--- config.mk ---
export PLATFORM = sky130hd
export DESIGN_NAME = backlight_lut_attenuate_blend
export DESIGN_NICKNAME = d
export VERILOG_FILES = /design/src/sv/blab_pkg.sv /design/src/sv/backlight_lut_attenuate_blend.sv
export SDC_FILE = /design/constraint.sdc
export NUM_CORES = 2
export LEC_CHECK = 0
export ABC_AREA = 1
export ABC_CLOCK_PERIOD_IN_PS = 8600
export BUFFER_PORTS_ARGS = -buffer_cell sky130_fd_sc_hd__buf_2
export CAP_MARGIN = 10
export CORE_AREA = 2 2 501 503
export CTS_CLUSTER_DIAMETER = 100
export DETAILED_ROUTE_END_ITERATION = 10
export DIE_AREA = 0 0 503 505
export PLACE_DENSITY = 0.56
export SYNTH_ARGS = -nofsm -noshare
export SYNTH_HDL_FRONTEND = slang
export SYNTH_SLANG_ARGS = --single-unit
--- constraint.sdc ---
create_clock -name clock -period 8.6 [get_ports clock]
set_input_delay 0.43 -clock clock [delete_from_list [all_inputs] [get_ports clock]]
set_output_delay 0.43 -clock clock [all_outputs]
set_load 0.01 [all_outputs]
--- src/sv/blab_pkg.sv ---
package blab_pkg;

   // item opcodes
   localparam logic [1:0] OP_COMPUTE = 2'd0;
   localparam logic [1:0] OP_WR_LIN  = 2'd1;
   localparam logic [1:0] OP_WR_ATT  = 2'd2;

   // blend weight of one, and the matching shift
   localparam logic [8:0] ALPHA_ONE   = 9'd256;
   localparam int         BLEND_SHIFT = 8;

   typedef struct packed {
      logic [1:0]  opcode;
      logic [5:0]  node_index;
      logic [15:0] node_value;
      logic [15:0] backlight_in;
      logic [8:0]  alpha;
   } blab_req_type;

   typedef struct packed {
      logic [15:0] backlight_out;
      logic [15:0] linear_level;
   } blab_rsp_type;

endpackage

--- src/sv/backlight_lut_attenuate_blend.sv ---
// a compute item moves down the stage registers, linearity nodes to output register, to rsp_valid
// throughput: one item per cycle while rsp_stall is low; each table is a memory with one write and two
// registered read ports, so both nodes of a segment come out of one access
// reset: synchronous, clears only the stage valid bits; both node tables keep
// their contents and read as unknown until written
module backlight_lut_attenuate_blend #(
   parameter int DATA_WIDTH   = 16,
   parameter int SEGMENT_BITS = 5
) (
   input  logic                   clock,
   input  logic                   reset,
   input  logic                   req_valid,
   output logic                   req_stall,
   input  blab_pkg::blab_req_type req_data,
   output logic                   rsp_valid,
   input  logic                   rsp_stall,
   output blab_pkg::blab_rsp_type rsp_data
);
   import blab_pkg::*;

   localparam int DW    = DATA_WIDTH;
   localparam int FB    = DATA_WIDTH - SEGMENT_BITS;   // fraction bits of a level
   localparam int NODES = (1 << SEGMENT_BITS) + 1;     // nodes per table
   localparam int IW    = SEGMENT_BITS + 1;            // node address width
   localparam int PW    = FB + DW;                     // interpolation product width
   localparam int BW    = DW + 9;                      // blend product width

   // node tables
   logic [DW-1:0] lin_mem [NODES];
   logic [DW-1:0] att_mem [NODES];

   // per-stage advance: a stage loads when it is empty or its contents move on
   logic rdy1, rdy2, rdy3, rdy4, rdy5, rdy6, rdy7, rdy8;

   // stage valid bits; w marks an attenuation write riding down to stage 4
   logic v1_ff, v2_ff, v3_ff, v4_ff, v5_ff, v6_ff, v7_ff, v8_ff;
   logic w1_ff, w2_ff, w3_ff;

   // input decode
   logic          req_accept;
   logic          idx_ok;
   logic [DW-1:0] level_x;
   logic [IW-1:0] lin_ra;
   logic          lin_we;
   logic          v1_in, w1_in;
   logic [8:0]    alpha1_in;

   // stage 1: linearity nodes
   logic [DW-1:0] lo1_ff, hi1_ff;
   logic [FB-1:0] frac1_ff;
   logic [8:0]    alpha1_ff;
   logic [IW-1:0] idx1_ff;
   logic [DW-1:0] val1_ff;

   // stage 2: linearity slope product
   logic          neg2_in;
   logic [DW-1:0] diff2;
   logic [PW-1:0] prod2_in;
   logic          neg2_ff;
   logic [DW-1:0] base2_ff;
   logic [PW-1:0] prod2_ff;
   logic [8:0]    alpha2_ff;
   logic [IW-1:0] idx2_ff;
   logic [DW-1:0] val2_ff;

   // stage 3: linear level
   logic [DW-1:0] step3;
   logic [DW-1:0] lin3_in;
   logic [DW-1:0] lin3_ff;
   logic [8:0]    alpha3_ff;
   logic [IW-1:0] idx3_ff;
   logic [DW-1:0] val3_ff;

   // stage 4: attenuation nodes
   logic          att_we;
   logic [IW-1:0] att_ra;
   logic [DW-1:0] lo4_ff, hi4_ff;
   logic [FB-1:0] frac4_ff;
   logic [DW-1:0] lin4_ff;
   logic [8:0]    alpha4_ff;

   // stage 5: attenuation slope product
   logic          neg5_in;
   logic [DW-1:0] diff5;
   logic [PW-1:0] prod5_in;
   logic          neg5_ff;
   logic [DW-1:0] base5_ff;
   logic [PW-1:0] prod5_ff;
   logic [DW-1:0] lin5_ff;
   logic [8:0]    alpha5_ff;

   // stage 6: attenuated level
   logic [DW-1:0] step6;
   logic [DW-1:0] att6_in;
   logic [DW-1:0] att6_ff;
   logic [DW-1:0] lin6_ff;
   logic [8:0]    alpha6_ff;

   // stage 7: blend product
   logic          neg7_in;
   logic [DW-1:0] diff7;
   logic [BW-1:0] prod7_in;
   logic          neg7_ff;
   logic [BW-1:0] prod7_ff;
   logic [DW-1:0] lin7_ff;

   // stage 8: output register
   logic [DW-1:0] mag8;
   logic [DW-1:0] res8_in;
   blab_rsp_type  rsp_ff;

   // stall chain, collapsing bubbles
   assign rdy8      = !v8_ff || !rsp_stall;
   assign rdy7      = !v7_ff || rdy8;
   assign rdy6      = !v6_ff || rdy7;
   assign rdy5      = !v5_ff || rdy6;
   assign rdy4      = !v4_ff || rdy5;
   assign rdy3      = !v3_ff || rdy4;
   assign rdy2      = !v2_ff || rdy3;
   assign rdy1      = !v1_ff || rdy2;
   assign req_stall = !rdy1;

   assign req_accept = req_valid && !req_stall;

   // input decode: linearity writes land at once, attenuation writes travel
   // with the pipe so they stay ordered against earlier compute items
   always_comb begin
      idx_ok    = (32'(req_data.node_index) < 32'(NODES));
      level_x   = DW'(req_data.backlight_in);
      lin_ra    = IW'(level_x[DW-1:FB]);
      lin_we    = req_accept && (req_data.opcode == OP_WR_LIN) && idx_ok;
      w1_in     = (req_data.opcode == OP_WR_ATT) && idx_ok;
      v1_in     = req_accept && ((req_data.opcode == OP_COMPUTE) || w1_in);
      alpha1_in = (req_data.alpha > ALPHA_ONE) ? ALPHA_ONE : req_data.alpha;
   end

   // linearity table: one write port, two registered read ports
   always_ff @(posedge clock) begin
      if (lin_we) begin
         lin_mem[IW'(req_data.node_index)] <= DW'(req_data.node_value);
      end
      if (rdy1) begin
         lo1_ff <= lin_mem[lin_ra];
         hi1_ff <= lin_mem[lin_ra + IW'(1)];
      end
   end

   always_ff @(posedge clock) begin
      if (rdy1) begin
         frac1_ff  <= level_x[FB-1:0];
         alpha1_ff <= alpha1_in;
         idx1_ff   <= IW'(req_data.node_index);
         val1_ff   <= DW'(req_data.node_value);
         w1_ff     <= w1_in;
      end
   end

   // segment slope as sign and magnitude, then weight by the fraction
   always_comb begin
      neg2_in  = (hi1_ff < lo1_ff);
      diff2    = neg2_in ? (lo1_ff - hi1_ff) : (hi1_ff - lo1_ff);
      prod2_in = PW'(frac1_ff) * PW'(diff2);
   end

   always_ff @(posedge clock) begin
      if (rdy2) begin
         neg2_ff   <= neg2_in;
         base2_ff  <= lo1_ff;
         prod2_ff  <= prod2_in;
         alpha2_ff <= alpha1_ff;
         idx2_ff   <= idx1_ff;
         val2_ff   <= val1_ff;
         w2_ff     <= w1_ff;
      end
   end

   // falling segment subtracts the magnitude
   always_comb begin
      step3   = DW'(prod2_ff >> FB);
      lin3_in = neg2_ff ? (base2_ff - step3) : (base2_ff + step3);
   end

   always_ff @(posedge clock) begin
      if (rdy3) begin
         lin3_ff   <= lin3_in;
         alpha3_ff <= alpha2_ff;
         idx3_ff   <= idx2_ff;
         val3_ff   <= val2_ff;
         w3_ff     <= w2_ff;
      end
   end

   // attenuation table, addressed by the linear level
   assign att_we = v3_ff && w3_ff && rdy4;
   assign att_ra = IW'(lin3_ff[DW-1:FB]);

   always_ff @(posedge clock) begin
      if (att_we) begin
         att_mem[idx3_ff] <= val3_ff;
      end
      if (rdy4) begin
         lo4_ff <= att_mem[att_ra];
         hi4_ff <= att_mem[att_ra + IW'(1)];
      end
   end

   always_ff @(posedge clock) begin
      if (rdy4) begin
         frac4_ff  <= lin3_ff[FB-1:0];
         lin4_ff   <= lin3_ff;
         alpha4_ff <= alpha3_ff;
      end
   end

   always_comb begin
      neg5_in  = (hi4_ff < lo4_ff);
      diff5    = neg5_in ? (lo4_ff - hi4_ff) : (hi4_ff - lo4_ff);
      prod5_in = PW'(frac4_ff) * PW'(diff5);
   end

   always_ff @(posedge clock) begin
      if (rdy5) begin
         neg5_ff   <= neg5_in;
         base5_ff  <= lo4_ff;
         prod5_ff  <= prod5_in;
         lin5_ff   <= lin4_ff;
         alpha5_ff <= alpha4_ff;
      end
   end

   always_comb begin
      step6   = DW'(prod5_ff >> FB);
      att6_in = neg5_ff ? (base5_ff - step6) : (base5_ff + step6);
   end

   always_ff @(posedge clock) begin
      if (rdy6) begin
         att6_ff   <= att6_in;
         lin6_ff   <= lin5_ff;
         alpha6_ff <= alpha5_ff;
      end
   end

   // blend distance from linear toward attenuated level, scaled by alpha
   always_comb begin
      neg7_in  = (att6_ff < lin6_ff);
      diff7    = neg7_in ? (lin6_ff - att6_ff) : (att6_ff - lin6_ff);
      prod7_in = BW'(diff7) * BW'(alpha6_ff);
   end

   always_ff @(posedge clock) begin
      if (rdy7) begin
         neg7_ff  <= neg7_in;
         prod7_ff <= prod7_in;
         lin7_ff  <= lin6_ff;
      end
   end

   // alpha is at most one, so the scaled distance fits the level width
   always_comb begin
      mag8    = DW'(prod7_ff >> BLEND_SHIFT);
      res8_in = neg7_ff ? (lin7_ff - mag8) : (lin7_ff + mag8);
   end

   always_ff @(posedge clock) begin
      if (rdy8) begin
         rsp_ff.backlight_out <= 16'(res8_in);
         rsp_ff.linear_level  <= 16'(lin7_ff);
      end
   end

   // valid bits; attenuation writes retire at stage 4
   always_ff @(posedge clock) begin
      if (reset) begin
         v1_ff <= 1'b0;
         v2_ff <= 1'b0;
         v3_ff <= 1'b0;
         v4_ff <= 1'b0;
         v5_ff <= 1'b0;
         v6_ff <= 1'b0;
         v7_ff <= 1'b0;
         v8_ff <= 1'b0;
      end else begin
         if (rdy1) begin
            v1_ff <= v1_in;
         end
         if (rdy2) begin
            v2_ff <= v1_ff;
         end
         if (rdy3) begin
            v3_ff <= v2_ff;
         end
         if (rdy4) begin
            v4_ff <= v3_ff && !w3_ff;
         end
         if (rdy5) begin
            v5_ff <= v4_ff;
         end
         if (rdy6) begin
            v6_ff <= v5_ff;
         end
         if (rdy7) begin
            v7_ff <= v6_ff;
         end
         if (rdy8) begin
            v8_ff <= v7_ff;
         end
      end
   end

   assign rsp_valid = v8_ff;
   assign rsp_data  = rsp_ff;

endmodule

# Yosys cells after proc, flatten, opt, wreduce, memory -nomap -nowiden
# Memory sizes are Yosys's and may differ from the RTL's. A register that Yosys moved wholly into a read port is not among the register bits.
# Index checks and enable logic that the tools add are counted.
# totals
wordCells	106
ff_bits	394
output_inout_bits	34
in_bits	53
ram_bits	1056
mem_count	2
# mem_list
memory	words	word_bits	rd	rd_clocked_by_memory_dff	wr	line	text
att_mem	33	16	2	2	1	backlight_lut_attenuate_blend.sv:30	logic [DW-1:0] att_mem [NODES];
lin_mem	33	16	2	2	1	backlight_lut_attenuate_blend.sv:29	logic [DW-1:0] lin_mem [NODES];
# op_classes
mul	3
n_mux	10
addsub	14
n_lt_le_gt_ge	5
n_eq_ne	2
reduce_logical	29
# ops
op	count
$sub A16 B16 Y16	9
$mux W16	6
$mul A11 B16 Y27	2
$add A16 B16 Y16	3
$lt A16 B16 Y1	3
$mul A16 B9 Y24	1
$add A5 B1 Y6 const B	2
$logic_not A1 Y1	11
$gt A9 B9 Y1 const B	1
$logic_or A1 B1 Y1	9
$logic_and A1 B1 Y1	8
$lt A6 B6 Y1 const B	1
$mux W1	4
$eq A2 B1 Y1 const B	1
$eq A2 B2 Y1 const B	1
$logic_not A2 Y1	1

# Logic depth before layout (Yosys ltp)
# logic_depth
depth_word	14
mapped_depth	37
depth_no_buf	37

# Least setup slack after synthesis
# OpenSTA, ideal clock, no wires.
# synth_path
path_kind	input to register
start	input port rsp_stall
end	memory lin_mem[32][0] in the netlist's numbering (enable)
required_time_ns	8.191
path_buffers	0
stages	15
t_arrival_ns	8.781
slack_ns	-0.591
setup_ns	0.409
path_cell_list	nand2_1 > nor2_1 > inv_1 > nor2_1 > inv_1 > nor2_1 > inv_1 > nor2_1 > nand2_1 > nor2_2 > nand2_1 > nand2_1 > nor3_1 > nand2_1 > nor3_1
# synth_via
elab_chain_len	14
# synth_lines
item	line	text
start: declaration	backlight_lut_attenuate_blend.sv:16	input logic rsp_stall,
$logic_not A1 Y1	backlight_lut_attenuate_blend.sv:113	assign rdy8 = !v8_ff || !rsp_stall;
$logic_or A1 B1 Y1	backlight_lut_attenuate_blend.sv:113	
$logic_or A1 B1 Y1	backlight_lut_attenuate_blend.sv:114	assign rdy7 = !v7_ff || rdy8;
via rdy7	backlight_lut_attenuate_blend.sv:33	logic rdy1, rdy2, rdy3, rdy4, rdy5, rdy6, rdy7, rdy8;
$logic_or A1 B1 Y1	backlight_lut_attenuate_blend.sv:115	assign rdy6 = !v6_ff || rdy7;
via rdy6	backlight_lut_attenuate_blend.sv:33	
$logic_or A1 B1 Y1	backlight_lut_attenuate_blend.sv:116	assign rdy5 = !v5_ff || rdy6;
via rdy5	backlight_lut_attenuate_blend.sv:33	
$logic_or A1 B1 Y1	backlight_lut_attenuate_blend.sv:117	assign rdy4 = !v4_ff || rdy5;
$logic_or A1 B1 Y1	backlight_lut_attenuate_blend.sv:118	assign rdy3 = !v3_ff || rdy4;
via rdy3	backlight_lut_attenuate_blend.sv:33	
$logic_or A1 B1 Y1	backlight_lut_attenuate_blend.sv:119	assign rdy2 = !v2_ff || rdy3;
$logic_or A1 B1 Y1	backlight_lut_attenuate_blend.sv:120	assign rdy1 = !v1_ff || rdy2;
$logic_and A1 B1 Y1	backlight_lut_attenuate_blend.sv:123	assign req_accept = req_valid && !req_stall;
$logic_and A1 B1 Y1 (2 in a row)	backlight_lut_attenuate_blend.sv:131	lin_we = req_accept && (req_data.opcode == OP_WR_LIN) && idx_ok;
$mux W1	backlight_lut_attenuate_blend.sv:139	if (lin_we) begin
$mux W1 (not written as such)	backlight_lut_attenuate_blend.sv:140	lin_mem[IW'(req_data.node_index)] <= DW'(req_data.node_value);
end: declaration	backlight_lut_attenuate_blend.sv:29	
# The timed path passes the listed nets, and every way through them passes these cells.

# Worst setup path after layout
# layout_path
start	register hi4_ff[0], read port of att_mem
end	register prod5_ff[22], data pin
# layout_via
elab_chain_len	3
elab_cells_between_ends	5
classes_between	2 x add/sub; 1 x mul; 1 x order compare; 1 x mux
# layout_lines
item	line	text
start: declaration	backlight_lut_attenuate_blend.sv:77	logic [DW-1:0] lo4_ff, hi4_ff;
$sub A16 B16 Y16 / $lt A16 B16 Y1 (equally long branches)	backlight_lut_attenuate_blend.sv:217, backlight_lut_attenuate_blend.sv:216	
$mux W16 *	backlight_lut_attenuate_blend.sv:217	diff5 = neg5_in ? (lo4_ff - hi4_ff) : (hi4_ff - lo4_ff);
$mul A11 B16 Y27 *	backlight_lut_attenuate_blend.sv:218	prod5_in = PW'(frac4_ff) * PW'(diff5);
via prod5_in[22]	backlight_lut_attenuate_blend.sv:85	logic [PW-1:0] prod5_in;
end signal: assignment	backlight_lut_attenuate_blend.sv:225	prod5_ff <= prod5_in;
end: declaration	backlight_lut_attenuate_blend.sv:88	logic [PW-1:0] prod5_ff;
# The timed path passes the listed nets; every way through them passes the cells marked *.
# A chain may end at the register's enable or synchronous reset.

==> qor.yml <==
run_status:
  status: "complete, no violations"
min_path:
  min_from: "req_data[43]"
  hold_path_class: "in -> reg"
placed_design:
  io_buffer_count: 86
  gp_congestion: 0.9150
  dp_hpwl_um: 178000
finish:
  nets: 9076
  nFillCells: 24016
  drive_gt1_frac: 0.07129
  area_growth_pct: 11.20
floorplan:
  die_x_um: 503
  die-area_um2: 254000
  start_util: 0.3485
  io_pins: 87
  die_h_um: 505
  core_um2: 248200
  num_rows: 183
global_routing:
  grtUsageTotal: 0.2085
  grt-ovfl-total: 0
  antenna_found_initial: 13
  grt_max_degree: 216
  grt_pass1_vias: 64784
  grt_pass1_wl_um: 402600
sta:
  tightest_slew_ns: 1.301
  post-route-min-period_ns: 7.551
  fin_setup_tns_ns: 0
  setup_violations: 0
  finalMaxSlewViolations: 0
  fmax_ghz: 0.1324
  hold_viol_final: 0
  rsz0062_at_grt: "no"
  period_share: 0.8780
  fin_skew_ns: 0.04562
  relSlewSlack: 0.1237
yosys:
  async_flop_share: 0
  postSynthAreaPerCell_um2: 10.29
  synth_warnings: 0
  synth_edf_count: 1465
  synth_area_um2: 86490
  syn_nets: 9116
  synth_top_flop_cell: "edfxtp_1"
  netlist_instances: 8403
  synth_area_leaders: "edfxtp_1 51%, fa_1 8.2%, o21ai_0 5.4%, nor2_1 5.4%, ha_1 4.4%"
  synth_top_area_frac: 0.5087
  synth_largest_area_cell: "edfxtp_1"
  synth_cell_type_count: 63
  ys_seq_area_frac: 0.5105
  synth-seq-cells: 1473
worst_setup_path:
  cpMostUsedCell: "inv_1"
  cp.arrival_ns: 8.10
  crit_required_ns: 9.15
  cp-start-kind: "register"
  cp_max_fo: 17
  critical_path_class: "reg -> reg"
  timing.rr.start: "hi4_ff[0]"
  slowest_delay_ns: 0.77
  crit_path_start: "hi4_ff[0]"
  crit_path_end_kind: "register"
  critPathSlowestCell: "xor2_1"
cts:
  clock_path_buffers: 3
  cts_tree: "built"
  worst_skew_pair.late_latency_ns: 0.84
  post_cts_buffers: 0
  path_clk_slew_ns: 0.05
  cts_made_buffers: 169
  ctsRootBufferMaster: "clkbuf_16"
  htreeDepth: 4
  cts_sinks: 1473
route:
  drc_errors: 0
  routed_wirelength_um: 271100
  drt-pass1-iter-count: 6
  ant_nets: 0
  drt_iter0_markers: 6801
  vias: 65342
  routedWlPerCell_um: 22.91
  viasPerCell: 5.522
job:
  cap_viol_max_count: 0
[path summary, 6_finish.rpt]
check	to	slack [ns]	cells after the start
worst max-delay path	prod5_ff[22]	1.05	34
worst min-delay path	idx1_ff[2]	0.02	1
worst max register to register	prod5_ff[22]	1.05	34
worst min register to register	val3_ff[7]	0.41	0
[layout make-up]
class,count,area (um2),area share
clock buffers,219,4469,0.04647
inverters,895,3386,0.03520
multi-input cells,5575,37400,0.3889
repair buffers,249,1842,0.01915
clock inverters,89,752.0,0.007819
well taps,3330,4167,0.04332
diodes,2,5.005,0.00005204
flip-flops and latches,1473,44150,0.4591
[placed cells by master (no fill, tap or decap), types with 28 or more instances in the layout]
cell       count
edfxtp_1    1465
nor2_1      1180
o21ai_0      933
inv_1        854
nand2_1      792
nand3_1      408
o221ai_1     393
fa_1         354
a21oi_1      333
ha_1         304
mux2i_1      214
clkbuf_16    171
xor2_1       147
buf_4        128
buf_2         84
a31oi_1       66
nor3_1        59
nor2_2        57
o211ai_1      54
clkbuf_1      47
clkinv_1      39
o22ai_1       38
inv_2         28
[cells in the mapped netlist, types with 16 or more instances]
cell type / number
a21o_1: 17
a21oi_1: 333
a31oi_1: 66
a32oi_1: 27
buf_1: 16
buf_2: 46
clkbuf_1: 391
edfxtp_1: 1465
fa_1: 354
ha_1: 306
inv_1: 865
inv_2: 21
mux2i_1: 214
nand2_1: 794
nand3_1: 408
nand4_1: 22
nor2_1: 1234
nor3_1: 60
o211ai_1: 54
o21ai_0: 933
o221ai_1: 393
o22ai_1: 38
xnor2_1: 27
xor2_1: 151
[per-stage QoR]
step	area, um2	instances	hold slack, ns	utilization	worst slack [ns]
2_1_floorplan	86490	8403	0.4003	-	0.1092
3_3_place_gp	90670	11494	0.4016	0.3653	1.106
3_5_place_dp	90670	11494	0.4045	0.3653	1.134
4_1_cts	96160	11829	0.003566	0.3874	1.096
5_1_grt	96180	11832	0.003566	0.3875	0.5535
6_report	96180	11832	0.02421	0.3875	1.049
[cell families after synthesis]
family	Yosys count	synth area share
multiplexers	214	0.02477
AND/OR/NAND/NOR	2563	0.1207
flip-flops	1473	0.5105
AO/OA/AOI/OAI	1950	0.1379
XOR/XNOR	188	0.01991
buffers and inverters	1355	0.05998
adder cells (fa/ha/maj)	660	0.1262
[critical path, delay by kind of cell, from the launching register on]
kind / cells / cell delay, ns
AO/OA/AOI/OAI: 7 / 0.85
AND/OR/NAND/NOR: 8 / 0.96
adder cells (fa/ha/maj): 8 / 3.34
buffers and inverters: 9 / 0.82
flip-flops: 1 / 0.38
XOR/XNOR: 2 / 0.91
[metal layers]
layer / part of all wire / global-route usage
met1: 0.41 / 0.2776
met2: 0.46 / 0.3359
met3: 0.083 / 0.03687
met4: 0.041 / 0.08267
met5: 0.000081 / 0
[timing repair]
item	in CTS	in global routing
setup endpoints to repair	0	0
endpoints found under the hold margin	33	0
hold buffers	27	0
resized for setup	0	0
Power is not shown: default switching activity piles up to over one toggle a cycle in this logic, so the estimate is an artifact.
